===== src/rtl/core/bps_pkg.sv =====
`default_nettype none

package bps_pkg;

    localparam int PLANE_W   = 8;
    localparam int COLOUR_W  = 12;
    localparam int INDEX_W   = 3;
    localparam int MODE_W    = 2;
    localparam int CFG_ADDR_W = 2;
    localparam int CFG_DATA_W = 3;
    localparam int PIX_CNT_W = 3;

    typedef enum logic [MODE_W-1:0] {
        MODE_EIGHT      = 2'd0,
        MODE_MONO       = 2'd1,
        MODE_SIXTY_FOUR = 2'd2,
        MODE_RESERVED   = 2'd3
    } colour_mode_t;

    typedef enum logic [CFG_ADDR_W-1:0] {
        REG_COLOUR_MODE     = 2'd0,
        REG_MONO_FOREGROUND = 2'd1,
        REG_MONO_BACKGROUND = 2'd2,
        REG_UNUSED          = 2'd3
    } cfg_reg_t;

    // Settings handed from the register bank to the colour mapper.
    typedef struct packed {
        colour_mode_t       mode;
        logic [INDEX_W-1:0] foreground;
        logic [INDEX_W-1:0] background;
    } map_ctrl_t;

    localparam logic [COLOUR_W-1:0] RED_FULL   = 12'hF00;
    localparam logic [COLOUR_W-1:0] GREEN_FULL = 12'h0F0;
    localparam logic [COLOUR_W-1:0] BLUE_FULL  = 12'h00F;

    // Palette index bit 0 is red, bit 1 green, bit 2 blue.
    function automatic logic [COLOUR_W-1:0] eight_colour(input logic [INDEX_W-1:0] idx);
        logic [COLOUR_W-1:0] c;
        c = '0;
        if (idx[0]) c = c | RED_FULL;
        if (idx[1]) c = c | GREEN_FULL;
        if (idx[2]) c = c | BLUE_FULL;
        return c;
    endfunction

    // A two-bit level becomes a nibble of 0, 5, A or F.
    function automatic logic [3:0] level_nibble(input logic [1:0] lvl);
        return {lvl, lvl};
    endfunction

endpackage

`default_nettype wire


===== src/rtl/core/bps_if.sv =====
`default_nettype none

interface bps_plane_if;
    logic       valid;
    logic       ready;
    logic [7:0] red_plane_byte;
    logic [7:0] green_plane_byte;
    logic [7:0] blue_plane_byte;

    modport source (output valid, output red_plane_byte, output green_plane_byte,
                    output blue_plane_byte, input ready);
    modport sink (input valid, input red_plane_byte, input green_plane_byte,
                  input blue_plane_byte, output ready);
endinterface

interface bps_pixel_if;
    logic        valid;
    logic        ready;
    logic [11:0] pixel_colour;
    logic        last_pixel;

    modport source (output valid, output pixel_colour, output last_pixel, input ready);
    modport sink (input valid, input pixel_colour, input last_pixel, output ready);
endinterface

interface bps_cfg_if;
    logic       valid;
    logic       ready;
    logic [1:0] index;
    logic [2:0] data;

    modport source (output valid, output index, output data, input ready);
    modport sink (input valid, input index, input data, output ready);
endinterface

`default_nettype wire


===== src/rtl/core/bitplane_pixel_serializer.sv =====
`default_nettype none

// Bit-plane to pixel serialiser. Each item on the plane channel carries one byte from
// each of the red, green and blue planes; the block sends its pixels, leftmost first,
// as RGB444 colours, one per clock unless the output stalls, and flags the last pixel of
// each item. An item gives 8 pixels in eight-colour and mono modes, 4 in sixty-four colour
// mode. The next item is taken in the cycle its predecessor's last pixel is loaded, so
// pixels flow without gaps. Registers are written through the configuration channel,
// which is always ready; the user must write them only while no item is in flight; the
// block does not enforce this. Mode 3 means eight-colour mode; index 3 writes are ignored.
module bitplane_pixel_serializer (
    input  wire logic    clk,
    input  wire logic    rst_n,
    bps_plane_if.sink    planes,
    bps_pixel_if.source  pixels,
    bps_cfg_if.sink      cfg
);
    import bps_pkg::*;

    map_ctrl_t                ctrl_reg;
    logic [PLANE_W-1:0]       red_reg, green_reg, blue_reg;
    logic [PLANE_W-1:0]       red_next, green_next, blue_next;
    logic [PIX_CNT_W-1:0]     count_reg, count_next;
    logic                     busy_reg, busy_next;
    logic                     out_valid_reg, out_valid_next;
    logic [COLOUR_W-1:0]      colour_reg, colour_next;
    logic                     last_reg, last_next;

    logic                     advance;
    logic                     final_pix;
    logic                     take;
    logic                     wide_mode;
    logic [COLOUR_W-1:0]      map_colour;

    assign cfg.ready = 1'b1;

    always_ff @(posedge clk or negedge rst_n)
    begin
        if (!rst_n)
        begin
            ctrl_reg.mode       <= MODE_EIGHT;
            ctrl_reg.foreground <= INDEX_W'(3);
            ctrl_reg.background <= INDEX_W'(4);
        end
        else if (cfg.valid)
        begin
            case (cfg_reg_t'(cfg.index))
                REG_COLOUR_MODE:     ctrl_reg.mode       <= colour_mode_t'(cfg.data[MODE_W-1:0]);
                REG_MONO_FOREGROUND: ctrl_reg.foreground <= cfg.data[INDEX_W-1:0];
                REG_MONO_BACKGROUND: ctrl_reg.background <= cfg.data[INDEX_W-1:0];
                default:             ;
            endcase
        end
    end

    bps_pixel_map u_map (
        .ctrl       (ctrl_reg),
        .red_bits   (red_reg[PLANE_W-1 -: 2]),
        .green_bits (green_reg[PLANE_W-1 -: 2]),
        .blue_bits  (blue_reg[PLANE_W-1 -: 2]),
        .colour     (map_colour)
    );

    assign wide_mode = (ctrl_reg.mode == MODE_SIXTY_FOUR);
    assign advance   = busy_reg && (!out_valid_reg || pixels.ready);
    assign final_pix = wide_mode ? (count_reg == PIX_CNT_W'(3)) : (count_reg == PIX_CNT_W'(7));
    assign planes.ready = !busy_reg || (advance && final_pix);
    assign take      = planes.valid && planes.ready;

    always_comb
    begin
        red_next       = red_reg;
        green_next     = green_reg;
        blue_next      = blue_reg;
        count_next     = count_reg;
        busy_next      = busy_reg;
        out_valid_next = out_valid_reg && !pixels.ready;
        colour_next    = colour_reg;
        last_next      = last_reg;

        if (advance)
        begin
            out_valid_next = 1'b1;
            colour_next    = map_colour;
            last_next      = final_pix;
            count_next     = count_reg + PIX_CNT_W'(1);
            if (wide_mode)
            begin
                red_next   = {red_reg[PLANE_W-3:0], 2'b00};
                green_next = {green_reg[PLANE_W-3:0], 2'b00};
                blue_next  = {blue_reg[PLANE_W-3:0], 2'b00};
            end
            else
            begin
                red_next   = {red_reg[PLANE_W-2:0], 1'b0};
                green_next = {green_reg[PLANE_W-2:0], 1'b0};
                blue_next  = {blue_reg[PLANE_W-2:0], 1'b0};
            end
            if (final_pix)
            begin
                busy_next = 1'b0;
            end
        end

        if (take)
        begin
            red_next   = planes.red_plane_byte;
            green_next = planes.green_plane_byte;
            blue_next  = planes.blue_plane_byte;
            count_next = '0;
            busy_next  = 1'b1;
        end
    end

    always_ff @(posedge clk or negedge rst_n)
    begin
        if (!rst_n)
        begin
            busy_reg      <= 1'b0;
            out_valid_reg <= 1'b0;
            count_reg     <= '0;
        end
        else
        begin
            busy_reg      <= busy_next;
            out_valid_reg <= out_valid_next;
            count_reg     <= count_next;
        end
    end

    always_ff @(posedge clk)
    begin
        red_reg    <= red_next;
        green_reg  <= green_next;
        blue_reg   <= blue_next;
        colour_reg <= colour_next;
        last_reg   <= last_next;
    end

    assign pixels.valid        = out_valid_reg;
    assign pixels.pixel_colour = colour_reg;
    assign pixels.last_pixel   = last_reg;

    // An accepted item always leaves the block holding work with the counter at its start.
    a_take_loads: assert property (@(posedge clk) disable iff (!rst_n)
        take |=> (busy_reg && count_reg == '0))
        else $error("accepted item did not start a fresh pixel run");

    // In sixty-four colour mode an item never runs past its fourth pixel.
    a_wide_count: assert property (@(posedge clk) disable iff (!rst_n)
        (busy_reg && wide_mode) |-> !count_reg[PIX_CNT_W-1])
        else $error("pixel counter overran in sixty-four colour mode");

    // A new pixel only appears when an item was being worked on.
    a_pixel_source: assert property (@(posedge clk) disable iff (!rst_n)
        $rose(out_valid_reg) |-> $past(busy_reg))
        else $error("pixel produced with no item in hand");

    // When an item's final pixel is advanced, the next cycle shows it valid and flagged last.
    a_last_frees: assert property (@(posedge clk) disable iff (!rst_n)
        (advance && final_pix) |=> (last_reg && out_valid_reg))
        else $error("final pixel not flagged as last");

endmodule

`default_nettype wire


===== src/rtl/core/bps_pixel_map.sv =====
`default_nettype none

module bps_pixel_map (
    input  bps_pkg::map_ctrl_t        ctrl,
    input  logic [1:0]                red_bits,
    input  logic [1:0]                green_bits,
    input  logic [1:0]                blue_bits,
    output logic [bps_pkg::COLOUR_W-1:0] colour
);
    import bps_pkg::*;

    logic [INDEX_W-1:0] idx;

    // The leading pixel sits in bit 1 of each pair; the sixty-four colour mode uses both bits.
    always_comb
    begin
        idx = {blue_bits[1], green_bits[1], red_bits[1]};
        case (ctrl.mode)
            MODE_SIXTY_FOUR:
            begin
                colour = {level_nibble(red_bits), level_nibble(green_bits),
                          level_nibble(blue_bits)};
            end
            MODE_MONO:
            begin
                colour = eight_colour(red_bits[1] ? ctrl.foreground : ctrl.background);
            end
            default:
            begin
                colour = eight_colour(idx);
            end
        endcase
    end

endmodule

`default_nettype wire

===== src/flat_wrapper.sv =====
// flat-port wrapper written by rule: the top's interface ports become plain ports
module bitplane_pixel_serializer_flat import bps_pkg::*;
  (clk, rst_n, planes_valid, planes_red_plane_byte, planes_green_plane_byte, planes_blue_plane_byte, planes_ready, pixels_valid, pixels_pixel_colour, pixels_last_pixel, pixels_ready, cfg_valid, cfg_index, cfg_data, cfg_ready);
  bps_plane_if planes_i ();
  bps_pixel_if pixels_i ();
  bps_cfg_if cfg_i ();
  input  wire logic clk;
  input  wire logic rst_n;
  input wire logic [$bits(planes_i.valid)-1:0] planes_valid;
  input wire logic [$bits(planes_i.red_plane_byte)-1:0] planes_red_plane_byte;
  input wire logic [$bits(planes_i.green_plane_byte)-1:0] planes_green_plane_byte;
  input wire logic [$bits(planes_i.blue_plane_byte)-1:0] planes_blue_plane_byte;
  output wire logic [$bits(planes_i.ready)-1:0] planes_ready;
  output wire logic [$bits(pixels_i.valid)-1:0] pixels_valid;
  output wire logic [$bits(pixels_i.pixel_colour)-1:0] pixels_pixel_colour;
  output wire logic [$bits(pixels_i.last_pixel)-1:0] pixels_last_pixel;
  input wire logic [$bits(pixels_i.ready)-1:0] pixels_ready;
  input wire logic [$bits(cfg_i.valid)-1:0] cfg_valid;
  input wire logic [$bits(cfg_i.index)-1:0] cfg_index;
  input wire logic [$bits(cfg_i.data)-1:0] cfg_data;
  output wire logic [$bits(cfg_i.ready)-1:0] cfg_ready;
  assign planes_i.valid = planes_valid;
  assign planes_i.red_plane_byte = planes_red_plane_byte;
  assign planes_i.green_plane_byte = planes_green_plane_byte;
  assign planes_i.blue_plane_byte = planes_blue_plane_byte;
  assign planes_ready = planes_i.ready;
  assign pixels_valid = pixels_i.valid;
  assign pixels_pixel_colour = pixels_i.pixel_colour;
  assign pixels_last_pixel = pixels_i.last_pixel;
  assign pixels_i.ready = pixels_ready;
  assign cfg_i.valid = cfg_valid;
  assign cfg_i.index = cfg_index;
  assign cfg_i.data = cfg_data;
  assign cfg_ready = cfg_i.ready;
  bitplane_pixel_serializer u_core (.clk(clk), .rst_n(rst_n), .planes(planes_i), .pixels(pixels_i), .cfg(cfg_i));
endmodule

===== config.mk =====
export PLATFORM = sky130hd
export DESIGN_NAME = bitplane_pixel_serializer_flat
export DESIGN_NICKNAME = d
export VERILOG_FILES = /design/src/rtl/core/bps_pkg.sv /design/src/rtl/core/bps_if.sv /design/src/rtl/core/bitplane_pixel_serializer.sv /design/src/rtl/core/bps_pixel_map.sv /design/src/flat_wrapper.sv
export SDC_FILE = /design/constraint.sdc
export NUM_CORES = 1
export LEC_CHECK = 0
export BUFFER_PORTS_ARGS = -buffer_cell sky130_fd_sc_hd__buf_2
export CAP_MARGIN = 20
export CORE_MARGIN = 4
export CORE_UTILIZATION = 51
export DETAILED_ROUTE_END_ITERATION = 10
export PLACE_DENSITY = 0.75
export SKIP_CTS_REPAIR_TIMING = 1
export SYNTH_ARGS = -nofsm -noshare
export SYNTH_HDL_FRONTEND = slang
export SYNTH_SLANG_ARGS = --single-unit

===== constraint.sdc =====
create_clock -name clk -period 3.7 [get_ports clk]
set_clock_uncertainty 0.1 [all_clocks]
set_input_delay 0.37 -clock clk [delete_from_list [all_inputs] [get_ports clk]]
set_output_delay 0.37 -clock clk [all_outputs]
set_load 0.02 [all_outputs]

# After elaboration in Yosys (flattened, before gate mapping)
# Cells that the tools add are included.
[word_totals]
register_bits = 50
out_inout_bits = 16
elab_cells = 58
[op_classes]
addsub = 1
n_eq_ne = 6
n_mux = 24
n_reduce_logical = 16
[op_table]
columns = ["op", "count"]
rows = [
  ["8-bit two-way mux", 11],
  ["12-bit two-way mux", 2],
  ["12-bit one-hot mux with 2 select lines", 1],
  ["3-bit two-way mux", 3],
  ["4-bit two-way mux", 2],
  ["2-bit AND reduction", 4],
  ["1-bit two-way mux", 5],
  ["2-bit by 1-bit equality test with 1-bit output, second input constant", 2],
  ["2-bit equality test, second input constant", 2],
  ["1-bit logical AND", 4],
  ["2-bit nonzero test", 2],
  ["3-bit by 1-bit adder with 3-bit output, second input constant", 1],
  ["3-bit by 2-bit equality test with 1-bit output, second input constant", 1],
  ["3-bit equality test, second input constant", 1],
  ["1-bit logical NOT", 3],
  ["2-bit logical NOT", 1],
  ["1-bit logical OR", 2],
]

# Depth between registers and ports, before layout
[logic_depth]
word_depth = 8
mapped_depth = 7
ltp_nobuf = 5

# By module
# A second synthesis with hierarchy kept.
[hier_totals]
hier_cells = 170
hier_area_um2 = 2562.5
[modules_own_cells]
columns = ["mod", "instances", "cells_each", "area_per_inst_um2"]
rows = [
  ["bitplane_pixel_serializer", 1, 138, 2343.5],
  ["bps_pixel_map", 1, 32, 219.0],
]

# Least setup slack after synthesis
# Ideal clock, no wire load.
[synth_timing]
kind = "register to register"
start = "reg u_core.out_valid_reg (netlist: u_core.pixels.valid)"
end = "reg u_core.blue_reg[0], enable pin"
setup_ns = 0.438
arrival_ns = 2.393
t_required_ns = 3.162
setup_slack_ns = 0.769
path_stages_with_launch = 3
path_buffers = 0
synth_period_minus_slack_ns = 2.931
cell_sequence = "dfrtp_1 nor2b_1 o21ai_0"
[synth_via]
elab_chain_len = 7
[synth_rtl]
columns = ["element", "line", "rtl"]
rows = [
  ["start: declaration", "bitplane_pixel_serializer.sv:25", "logic out_valid_reg, out_valid_next;"],
  ["start signal: assignment", "bitplane_pixel_serializer.sv:126", "out_valid_reg <= out_valid_next;"],
  ["1-bit logical NOT *", "bitplane_pixel_serializer.sv:65", "assign advance = busy_reg && (!out_valid_reg || pixels.ready);"],
  ["1-bit logical OR *", "bitplane_pixel_serializer.sv:65", ""],
  ["1-bit logical AND *", "bitplane_pixel_serializer.sv:65", ""],
  ["1-bit logical AND", "bitplane_pixel_serializer.sv:67", "assign planes.ready = !busy_reg || (advance && final_pix);"],
  ["1-bit logical OR", "bitplane_pixel_serializer.sv:67", ""],
  ["1-bit logical AND", "bitplane_pixel_serializer.sv:68", "assign take = planes.valid && planes.ready;"],
  ["2-bit nonzero test (no source line) *", "n/a", ""],
  ["end signal: assignment", "bitplane_pixel_serializer.sv:135", "blue_reg <= blue_next;"],
  ["end: declaration", "bitplane_pixel_serializer.sv:21", "logic [PLANE_W-1:0] red_reg, green_reg, blue_reg;"],
]
# Every way passes the cells marked *; elsewhere a longest branch is shown, timed or not.
# A chain may end at the register's enable or synchronous reset.

# Final worst setup path
[layout_timing]
start = "reg u_core.ctrl_reg[6] in the netlist's numbering"
end = "reg u_core.red_reg[7] (data pin)"
[layout_via]
elab_chain_len = 6
word_cells_on_any_way = 8
classes_between = "eq/ne: 1; mux: 4; reduce/logical: 3"
[layout_rtl]
columns = ["element", "line", "rtl"]
rows = [
  ["start: declaration", "bitplane_pixel_serializer.sv:20", "map_ctrl_t ctrl_reg;"],
  ["2-bit equality test *", "bitplane_pixel_serializer.sv:64", "assign wide_mode = (ctrl_reg.mode == MODE_SIXTY_FOUR);"],
  ["1-bit two-way mux", "bitplane_pixel_serializer.sv:66", "assign final_pix = wide_mode ? (count_reg == PIX_CNT_W'(3)) : (count_reg == PIX_CNT_W'(7));"],
  ["1-bit logical AND", "bitplane_pixel_serializer.sv:67", ""],
  ["1-bit logical OR", "bitplane_pixel_serializer.sv:67", ""],
  ["1-bit logical AND", "bitplane_pixel_serializer.sv:68", ""],
  ["8-bit two-way mux *", "bitplane_pixel_serializer.sv:105", "if (take)"],
  ["named net u_core.red_next[7]", "bitplane_pixel_serializer.sv:22", "logic [PLANE_W-1:0] red_next, green_next, blue_next;"],
  ["end signal: assignment", "bitplane_pixel_serializer.sv:133", "red_reg <= red_next;"],
  ["end: declaration", "bitplane_pixel_serializer.sv:21", ""],
]
# The timed path passes the listed nets; every way through them passes the cells marked *. The select of a mux whose other input is x is not followed.

==> impl_metrics.toml <==
[logic_synthesis]
synthArstFlopShare_pct = 29.5
synth_top_area_share_pct = 39.4
synth_nets = 204
dominantRegCellSynth = "edfxtp_1"
ys_warn_count = 0
avgSynthCellArea_um2 = 14.1
syn-instance-count = 167
yosysTopAreaCell = "edfxtp_1"
syn_area_mm2 = 0.00236
ys_seq_area_share_pct = 53.4
ys_ff_latch = 44
synth.distinct_cells = 32
synth_edf_count = 31
synth_common_cells = "edfxtp_1, mux2_2, mux2_4"
synth.most_common_cell = "edfxtp_1"
yosys-top-cells-area = "edfxtp_1, mux2_2, mux2_4"

[route]
drt_pass1_iterations = 2
vias = 1425
viasPerCell = 5.38
wl_per_cell_um = 15.1
drc = 0
postRouteAntennaNets = 0
finalWirelength_um = 4010
drt-initial-drc-count = 71

[global_routing]
track_usage_pct = 14.2
met1_usage_pct = 16.4
use_met2_pct = 25.1
antenna_found_initial = 0
grt_pass1_vias = 1486
met3_usage_pct = 3.90
grt_pass1_wl_um = 6670
grt_max_degree = 27
top_usage_layer = "met2"
grt.overflow.total = 0

[placement]
placed_cells = 256
dpl.hpwl_um = 3000
io_buffers = 48
gp_congestion = 0.731

[die]
fp.dieW_um = 76.0
io_pins = 50
fp-row-count = 24
die_area_mm2 = 0.00578
start_util_pct = 53.5
die_h_um = 76.0
core-area_mm2 = 0.00441

[setup_path]
regToRegSetupSlack_ns = 1.30
end_kind = "flip-flop"
r2r-start = "u_core.ctrl_reg[6]"
required_ns = 3.65
startpoint_type = "flip-flop"
crit_start = "u_core.ctrl_reg[6]"
cp_slowest_cell = "a41oi_4"
reg2reg_depth = 6
crit_path_cell_trace = "inv_1 -> ha_1 -> xor2_2 -> a41oi_4 -> buf_4 -> mux2_2"
slowest_delay_ns = 0.49
cp-endpoint = "u_core.red_reg[7]"
cp.arrival_ns = 2.35
r2r-end = "u_core.red_reg[7]"
cp.buffers_inverters = 2
critPathKind = "flip-flop to flip-flop"
cp.depth = 6
path_max_fanout = 14
cp_top_family = "compound AO/OA/AOI/OAI gates"

[final_layout]
syn2layout_area_growth_pct = 15.5
final_cells = 265
diodes = 0
fin_util_pct = 61.8
layout.nets = 249
drive_above_1_share_pct = 50.7

[cts]
cts_sinks = 44
cts_buffers = 5
htree_levels = 2
clk_pin_slew_ns = 0.08
cts_tree = "built"
cts-root-buf = "clkbuf_8"
cts_buffer_depth = 2
clk_latency_ns = 0.29

[timing]
min_period_over_period_pct = 64.7
finalCriticalPeriod_ns = 2.40
setup_viol = 0
worstMarginPinSlew_ns = 0.650
fmax_ghz = 0.418
tns_ns = 0
drv_slew = 0
max_slew_margin_pct = 56.5
holdWs_ns = 0.222
rsz0062_at_grt = "no"
report.final.hold_viol_count = 0

[worst_hold_path]
min_path_type = "input pin to flip-flop"

[power]
power_leakage_nw = 1.19
powerDensity_mw_per_mm2 = 647
ir_drop_v = 0.000300
total_power_mw = 1.76

[run_status]
outcome = "complete, no violations"

[run]
max_cap_violations = 0
## layout make-up
| class | count | area, um2 |
|---|---|---|
| Clock buffer | 5 | 68.8 |
| Clock inverter | 3 | 37.5 |
| Fill cell | 347 | 1690 |
| Inverter | 6 | 22.5 |
| Multi-Input combinational cell | 103 | 980 |
| Sequential cell | 44 | 1260 |
| Tap cell | 52 | 65.1 |
| Timing Repair Buffer | 52 | 293 |
## worst min path at each step
stage | from | end | cells after the start
4_1_cts | rst_n | u_core.ctrl_reg[7] | 1
3_3_place_gp | rst_n | u_core.count_reg[1] | 1
3_5_place_dp | rst_n | u_core.count_reg[1] | 1
6_report | cfg_data[2] | u_core.ctrl_reg[5] | 2
5_1_grt | cfg_data[2] | u_core.ctrl_reg[5] | 2
2_1_floorplan | rst_n | u_core.busy_reg | 0
## power breakdown
group	total (mW)	internal (mW)	switching (mW)
logic	0.605	0.326	0.279
registers	0.803	0.726	0.0767
clock network	0.356	0.197	0.160
total	1.76	1.25	0.515
## logic make-up (layout without fill, tap and decap cells)
logic type	count (synthesis)	after routing	synth area share, %
mux	47	47	25.3
flops	44	44	53.4
compound gates	26	26	7.32
simple gates	25	25	6.26
buf+inv	20	66	5.25
fa+ha+maj	3	3	1.59
other cells	1	1	0.159
xor+xnor	1	1	0.689
## metrics by stage
stage | instance area (um2) | setup slack (ns)
final | 2730 | 1.30
after global routing | 2730 | 1.18
after CTS | 2720 | 1.29
after detailed placement | 2610 | 1.31
after global placement | 2580 | 1.34
after floorplan | 2360 | 0.769
## routing by layer
metal	wire length [um]	vias up
met4	49	0
li1	-	698
met1	1740	687
met2	2040	35
met3	175	5
met5	0	-
## worst register-to-register path: stages, from the launching register on
cell	delay, ns
dfrtp_1	0.35
inv_1	0.05
ha_1	0.23
xor2_2	0.19
a41oi_4	0.49
buf_4	0.37
mux2_2	0.37
## layout by cell type (no fill, tap or decap), drive strengths merged, types with 4 or more instances in the layout
| cell type | instances |
|---|---|
| nor2b | 6 |
| inv | 6 |
| o21ai | 13 |
| edfxtp | 31 |
| mux2 | 45 |
| nand2 | 4 |
| and2 | 4 |
| clkbuf | 5 |
| buf | 51 |
| a21oi | 5 |
| dfrtp | 10 |
Power figures use the tool's default switching activity.
